## src/sv/lkt_pkg.sv

```systemverilog
// ----------------------------------------------------------------------------
// lkt_pkg: shared types and constants of the LRU key tracker
// Sizes, transaction payloads, command codes and the cell control bundle.
// ----------------------------------------------------------------------------
package lkt_pkg;

	localparam int DEPTH    = 16;
	localparam int KEY_BITS = 32;
	localparam int IDX_W    = $clog2(DEPTH);
	localparam int CNT_W    = $clog2(DEPTH + 1);
	localparam int CAP_W    = 5;
	localparam int OCC_W    = 5;
	localparam int CMP_W    = (CNT_W > CAP_W) ? CNT_W : CAP_W;

	localparam logic [CAP_W-1:0] CAP_RESET = CAP_W'(16);

	typedef enum logic {
		CMD_TOUCH  = 1'b0,
		CMD_REMOVE = 1'b1
	} cmd_t;

	// What the row of cells does in an update cycle
	typedef enum logic [1:0] {
		MODE_HOLD,
		MODE_INSERT,
		MODE_PROMOTE,
		MODE_DELETE
	} mode_t;

	typedef struct packed {
		cmd_t                command;
		logic [KEY_BITS-1:0] key;
	} in_t;

	typedef struct packed {
		logic                was_present;
		logic                evicted;
		logic [KEY_BITS-1:0] evicted_key;
		logic [OCC_W-1:0]    occupancy;
	} out_t;

	typedef struct packed {
		logic                cmp_en;
		logic [KEY_BITS-1:0] cmp_key;
		logic                upd_en;
		mode_t               mode;
		logic [CNT_W-1:0]    new_count;
	} ctl_t;

endpackage

```

## src/sv/lru_key_tracker.sv

```systemverilog
// A transaction is compared in the cycle it is accepted; its result is registered in
// the cycle after. Each has a compare cycle, in which every cell checks its key, then
// a shift cycle, in which the cell row moves, the result is loaded and input is held off.
// A new transaction is held off while a stalled result waits at the output register.
// Reset clears the list (occupancy 0) and sets capacity to 16; stored keys are not cleared.
// ----------------------------------------------------------------------------
// lru_key_tracker: least-recently-used key list
// A row of cells keeps keys in recency order; touch promotes or inserts a key
// and evicts the oldest past capacity, remove deletes a key.
// ----------------------------------------------------------------------------
module lru_key_tracker
	import lkt_pkg::*;
(
	input  logic             clk,
	input  logic             arst_n,
	input  logic             in_valid,
	output logic             in_stall,
	input  in_t              in_data,
	output logic             out_valid,
	input  logic             out_stall,
	output out_t             out_data,
	input  logic             cfg_valid,
	output logic             cfg_ready,
	input  logic [CAP_W-1:0] cfg_data
);

	typedef enum logic {
		ST_IDLE,
		ST_UPD
	} state_t;

	state_t              state_q;
	logic                out_valid_q;
	out_t                out_data_q;
	logic [CNT_W-1:0]    count_q;
	logic [CAP_W-1:0]    cap_q;
	cmd_t                cmd_q;
	logic [KEY_BITS-1:0] key_q;

	logic                accept;
	ctl_t                ctl;
	logic [CNT_W-1:0]    cap_eff;
	logic [CNT_W-1:0]    cnt_m1;
	logic [IDX_W-1:0]    last_idx;
	logic [IDX_W-1:0]    ev_idx;
	logic                hit;
	logic                ev;
	logic [KEY_BITS-1:0] ev_key;
	logic [CNT_W-1:0]    new_n;
	mode_t               mode;

	logic [KEY_BITS-1:0] key_c  [DEPTH];
	logic [KEY_BITS-1:0] prev_k [DEPTH];
	logic [KEY_BITS-1:0] next_k [DEPTH];
	logic [DEPTH-1:0]    match_v;
	logic [DEPTH:0]      lo_c;
	logic [DEPTH:0]      hi_c;

	assign accept    = in_valid && !in_stall;
	assign in_stall  = (state_q != ST_IDLE) || (out_valid_q && out_stall);
	assign cfg_ready = 1'b1;
	assign out_valid = out_valid_q;
	assign out_data  = out_data_q;

	// Neighbor wiring of the cell row
	always_comb begin
		for (int i = 0; i < DEPTH; i++) begin
			prev_k[i] = (i == 0) ? key_q : key_c[(i == 0) ? 0 : i - 1];
			next_k[i] = (i == DEPTH - 1) ? '0 : key_c[(i == DEPTH - 1) ? i : i + 1];
		end
	end

	assign lo_c[0]     = 1'b0;
	assign hi_c[DEPTH] = 1'b0;
	assign hit         = lo_c[DEPTH];

	for (genvar g = 0; g < DEPTH; g++) begin : g_cell
		lkt_cell u_cell (
			.clk      (clk),
			.arst_n   (arst_n),
			.pos      (IDX_W'(g)),
			.ctl      (ctl),
			.prev_key (prev_k[g]),
			.next_key (next_k[g]),
			.lo_in    (lo_c[g]),
			.hi_in    (hi_c[g+1]),
			.key      (key_c[g]),
			.match    (match_v[g]),
			.lo_out   (lo_c[g+1]),
			.hi_out   (hi_c[g])
		);
	end

	// Clamp the capacity register into one to the list size
	always_comb begin
		if (cap_q == '0) begin
			cap_eff = CNT_W'(1);
		end else if (CMP_W'(cap_q) > CMP_W'(DEPTH)) begin
			cap_eff = CNT_W'(DEPTH);
		end else begin
			cap_eff = CNT_W'(cap_q);
		end
	end

	// Decide the row movement, eviction and new occupancy
	always_comb begin
		cnt_m1   = count_q - CNT_W'(1);
		last_idx = cnt_m1[IDX_W-1:0];
		ev_idx   = last_idx - IDX_W'(match_v[last_idx]);
		ev       = 1'b0;
		new_n    = count_q;
		mode     = MODE_HOLD;
		unique case (cmd_q)
			CMD_TOUCH: begin
				if (hit) begin
					mode  = MODE_PROMOTE;
					ev    = count_q > cap_eff;
					new_n = ev ? cnt_m1 : count_q;
				end else begin
					mode  = MODE_INSERT;
					ev    = count_q >= cap_eff;
					new_n = ev ? count_q : count_q + CNT_W'(1);
				end
			end
			CMD_REMOVE: begin
				if (hit) begin
					mode  = MODE_DELETE;
					new_n = cnt_m1;
				end
			end
			default: begin
			end
		endcase
		ev_key = ev ? key_c[ev_idx] : '0;
	end

	// Broadcast control to the cells
	always_comb begin
		ctl.cmp_en    = accept;
		ctl.cmp_key   = in_data.key;
		ctl.upd_en    = (state_q == ST_UPD);
		ctl.mode      = mode;
		ctl.new_count = new_n;
	end

	// Hold the command for the update cycle
	always_ff @(posedge clk) begin
		if (accept) begin
			cmd_q <= in_data.command;
			key_q <= in_data.key;
		end
	end

	// Write the capacity register
	always_ff @(posedge clk or negedge arst_n) begin
		if (!arst_n) begin
			cap_q <= CAP_RESET;
		end else if (cfg_valid && cfg_ready) begin
			cap_q <= cfg_data;
		end
	end

	// Sequence compare and update; load the result register
	always_ff @(posedge clk or negedge arst_n) begin
		if (!arst_n) begin
			state_q     <= ST_IDLE;
			out_valid_q <= 1'b0;
			out_data_q  <= '0;
			count_q     <= '0;
		end else begin
			if (out_valid_q && !out_stall) begin
				out_valid_q <= 1'b0;
			end
			unique case (state_q)
				ST_IDLE: begin
					if (accept) begin
						state_q <= ST_UPD;
					end
				end
				ST_UPD: begin
					state_q                <= ST_IDLE;
					count_q                <= new_n;
					out_valid_q            <= 1'b1;
					out_data_q.was_present <= hit;
					out_data_q.evicted     <= ev;
					out_data_q.evicted_key <= ev_key;
					out_data_q.occupancy   <= OCC_W'(new_n);
				end
				default: begin
					state_q <= ST_IDLE;
				end
			endcase
		end
	end

endmodule

```

## src/sv/lkt_cell.sv

```systemverilog
// ----------------------------------------------------------------------------
// lkt_cell: one slot of the recency list
// Holds one key and its valid bit, compares against the broadcast key and
// shifts toward either neighbor under control of the broadcast mode.
// ----------------------------------------------------------------------------
module lkt_cell
	import lkt_pkg::*;
(
	input  logic                clk,
	input  logic                arst_n,
	input  logic [IDX_W-1:0]    pos,
	input  ctl_t                ctl,
	input  logic [KEY_BITS-1:0] prev_key,
	input  logic [KEY_BITS-1:0] next_key,
	input  logic                lo_in,
	input  logic                hi_in,
	output logic [KEY_BITS-1:0] key,
	output logic                match,
	output logic                lo_out,
	output logic                hi_out
);

	logic [KEY_BITS-1:0] key_q;
	logic                valid_q;
	logic                match_q;
	logic                take_prev;
	logic                take_next;

	// Pass the hit position along the row in both directions
	always_comb begin
		lo_out    = lo_in | match_q;
		hi_out    = hi_in | match_q;
		take_prev = 1'b0;
		take_next = 1'b0;
		unique case (ctl.mode)
			MODE_HOLD: begin
			end
			MODE_INSERT: begin
				take_prev = 1'b1;
			end
			MODE_PROMOTE: begin
				take_prev = hi_out;
			end
			MODE_DELETE: begin
				take_next = lo_out;
			end
			default: begin
			end
		endcase
	end

	// Shift the key toward the older or the newer end
	always_ff @(posedge clk) begin
		if (ctl.upd_en) begin
			if (take_prev) begin
				key_q <= prev_key;
			end else if (take_next) begin
				key_q <= next_key;
			end
		end
	end

	// Capture the compare result and refresh the valid bit
	always_ff @(posedge clk or negedge arst_n) begin
		if (!arst_n) begin
			valid_q <= 1'b0;
			match_q <= 1'b0;
		end else begin
			if (ctl.cmp_en) begin
				match_q <= valid_q && (key_q == ctl.cmp_key);
			end
			if (ctl.upd_en) begin
				valid_q <= (CNT_W'(pos) < ctl.new_count);
			end
		end
	end

	assign key   = key_q;
	assign match = match_q;

endmodule

```

## config.mk

```make
export PLATFORM = sky130hd
export DESIGN_NAME = lru_key_tracker
export DESIGN_NICKNAME = d
export VERILOG_FILES = /design/src/sv/lkt_pkg.sv /design/src/sv/lru_key_tracker.sv /design/src/sv/lkt_cell.sv
export SDC_FILE = /design/constraint.sdc
export NUM_CORES = 2
export LEC_CHECK = 0
export BUFFER_PORTS_ARGS = -buffer_cell sky130_fd_sc_hd__buf_2
export CAP_MARGIN = 0
export CORE_ASPECT_RATIO = 0.7
export CORE_MARGIN = 1.5
export CORE_UTILIZATION = 60
export DETAILED_ROUTE_END_ITERATION = 6
export PLACE_DENSITY = 0.77
export SYNTH_ARGS = -nofsm -noshare
export SYNTH_HDL_FRONTEND = slang
export SYNTH_SLANG_ARGS = --single-unit
```

## constraint.sdc

```tcl
create_clock -name clk -period 6.7 [get_ports clk]
set_clock_uncertainty 0.15 [all_clocks]
set_input_delay 0.335 -clock clk [delete_from_list [all_inputs] [get_ports clk]]
set_output_delay 0.335 -clock clk [all_outputs]
set_load 0.03 [all_outputs]
```

==> metrics <==
status completed; register area share after synthesis 0.5092; Tightest Pin Transition 1423 ps; largest net degree at the start of global routing 67; row count 74; io pins 85; clk_lat worst skew 660 ps; First DRT Iteration DRCs 3673; antenna violations before repair 5; Tmin final 5303 ps; dpl hpwl 91.54 mm; DP Worst Slack 1380 ps; Final ANT Viol Nets 0; vias in the first global route 23730; Fillers 4133; commonest non-fill, non-tap cells in the layout edfxtp_1, mux2_2, xor2_1; DIE AREA 61380 sq um; fin crit share 0.7915; PwrDens 356.2 nW/um^2; R2R Path End out_data[24]$_DFFE_PN0P_; Max-Cap Viols 0; Clock Tree Root clkbuf_16; Post-synth EDFFs 545; most common flop cell mapped by yosys edfxtp_1; Post-CTS Setup Bufs 0; WS Path Type reg -> reg; initial core utilization 0.6111; Peak VDD IR 0.5267 mV; cells after synthesis 2560; vias 24600; count of cell types in the netlist 68; Area Growth Syn to Fin 9.618%; relative max-transition margin 0.04927; Critical Path End out_data[24]$_DFFE_PN0P_; CTS Buf Count 60; Overall Global Routing Usage 0.4074; critical path peak fanout 56; clock sinks 622; Lkg Pwr 13.57 nW; DRC 0; final setup fails 0; reg2reg path depth 12; flop2flop setup slack 1400 ps; Startpoint Class flip-flop; RSZ-0062 raised after global routing false; crit end category flip-flop; fraction of layout cells with a size suffix above 1 0.3445; Yosys warning count 0; Overflow after GRT 0; synthesized flop and latch total 622; Core Area 58790 sq um; Vias/cell 7.159; fin worst setup slack 1397 ps; r2r startpoint count_q[0]$_DFFE_PN0P_; Mapped Avg Cell Area 14.03 sq um; CTS clk-pin slew, worst paths 70 ps; Longest Clk Path Bufs 3; Critical Path AT 5680 ps; Final Hold Vio Count 0; global-route wire length before repair 177.9 mm; Syn Std Cell Area 35930 sq um; final slew viol count 0; layout net count 2639; PortBufs 83; ys async rst share 0.1238; commonest non-fill, non-tap cell in the layout edfxtp_1; worst hold path startpoint in_data[11]; CTS tree yes; highest achievable clock rate 0.1886 GHz; post-layout util 0.6699; placer congestion estimate 1.050; worst path required time 7070 ps; crit path launch count_q[0]$_DFFE_PN0P_; final wirelength 125.0 mm; H-tree depth 2; Die Span X 295.5 microns; Tightest Hold Check Type in -> reg; Avg WL per Cell 36.36 microns; setup TNS 0 ps; drt pass-1 iters 7; Die Height 207.7 microns; Syn Nets 2612
-- worst max-delay path, cell delays in order (launching register included) --
cell,delay [ps]
dfrtp_1,620
inv_1,240
ha_1,300
xnor2_1,540
mux4_2,630
ha_4,190
ha_4,860
buf_4,510
mux4_2,390
mux2i_1,310
nand2_1,150
o21ai_0,150
o2bb2ai_1,80
-- kinds of logic (layout without fill, tap and decap cells) --
logic type,count (synthesis),after routing,synth area share
muxes,682,682,0.2543
DFF,622,622,0.5092
xor gates and xnor gates,506,506,0.1233
and+or+nand+nor,367,367,0.05617
buffers and inverters,207,283,0.02208
AOI/OAI and AO/OA,166,166,0.03173
adders and majority gates,9,9,0.003134
other,1,4,0.0001044
-- through the flow --
stage	hold slack, ps	std cells	cell area [sq um]	total power, mW
floorplan	-110.6	2560	35930	8.553
global placement	54.28	3307	37240	10.26
detailed placement	61.96	3307	37240	10.36
CTS	35.16	3434	39380	13.84
global route	42.99	3434	39380	14.34
finish	49.01	3437	39390	14.03
-- layout make-up --
cell class,instances,area [sq um],share of cell area
Antenna cell,3,7.507,0.0001906
Timing Repair Buffer,146,943.4,0.02395
Clock buffer,90,1735,0.04406
Tap cell,798,998.5,0.02535
Multi-Input combinational cell,1731,17070,0.4333
Clock inverter,21,242.7,0.006163
Sequential cell,622,18290,0.4645
Inverter,26,97.59,0.002478
-- metal layers --
metal	GRT usage	vias up	routed length (microns)
met1	0.5676	12680	47450
met5	0.03383	-	299
met3	0.2549	154	24500
met4	0.05641	6	1893
met2	0.5448	1985	50820
li1	-	9784	-
-- registers in the layout, indices dropped and copies added, names as in the netlist --
signal / count
g_cell.u_cell.key: 512
out_data: 34
key_q: 32
g_cell.u_cell.match: 16
g_cell.u_cell.valid_q: 15
cap_q: 5
count_q: 5
cmd_q: 1
out_valid: 1
state_q: 1
-- synth_stat cells, types with 23 or more instances --
library cell / instances / area share
a21oi_1: 24 / 0.0033
and2_1: 34 / 0.0059
buf_1: 32 / 0.0033
clkbuf_1: 140 / 0.015
dfrtp_1: 76 / 0.053
edfxtp_1: 545 / 0.46
inv_1: 24 / 0.0025
mux2_2: 514 / 0.16
mux2i_1: 33 / 0.0092
mux4_2: 133 / 0.083
nand2_1: 61 / 0.0064
nand4_1: 57 / 0.0099
nor2_1: 53 / 0.0055
nor3_1: 23 / 0.0032
nor4_1: 88 / 0.015
o21ai_0: 49 / 0.0068
o2bb2ai_1: 32 / 0.0078
xnor2_1: 147 / 0.036
xor2_1: 359 / 0.088
-- worst min path at each step --
stage | to | slack [ps] | cells past startpoint
global route | key_q[5]$_DFFE_PP_ | 40 | 1
finish | key_q[11]$_DFFE_PP_ | 50 | 1
CTS | key_q[5]$_DFFE_PP_ | 40 | 1
global placement | g_cell[5].u_cell.valid_q$_DFFE_PN0P_ | 50 | 1
detailed placement | g_cell[3].u_cell.match$_DFFE_PN0P_ | 60 | 1
floorplan | cap_q[0]$_DFFE_PN0P_ | -110 | 0
-- report_power, final --
group	switching (mW)	internal (mW)
clock network	1.58	1.94
logic	3.17	2.21
registers	0.493	4.64
total	5.24	8.79
-- what timing repair did --
item,4_1_cts,5_1_grt
resized for setup,0,0
endpoints found under the hold margin,19,0
endpoints found under the setup margin,0,0
hold buffers,16,0
Note: power is estimated with default switching activity, not from simulation.
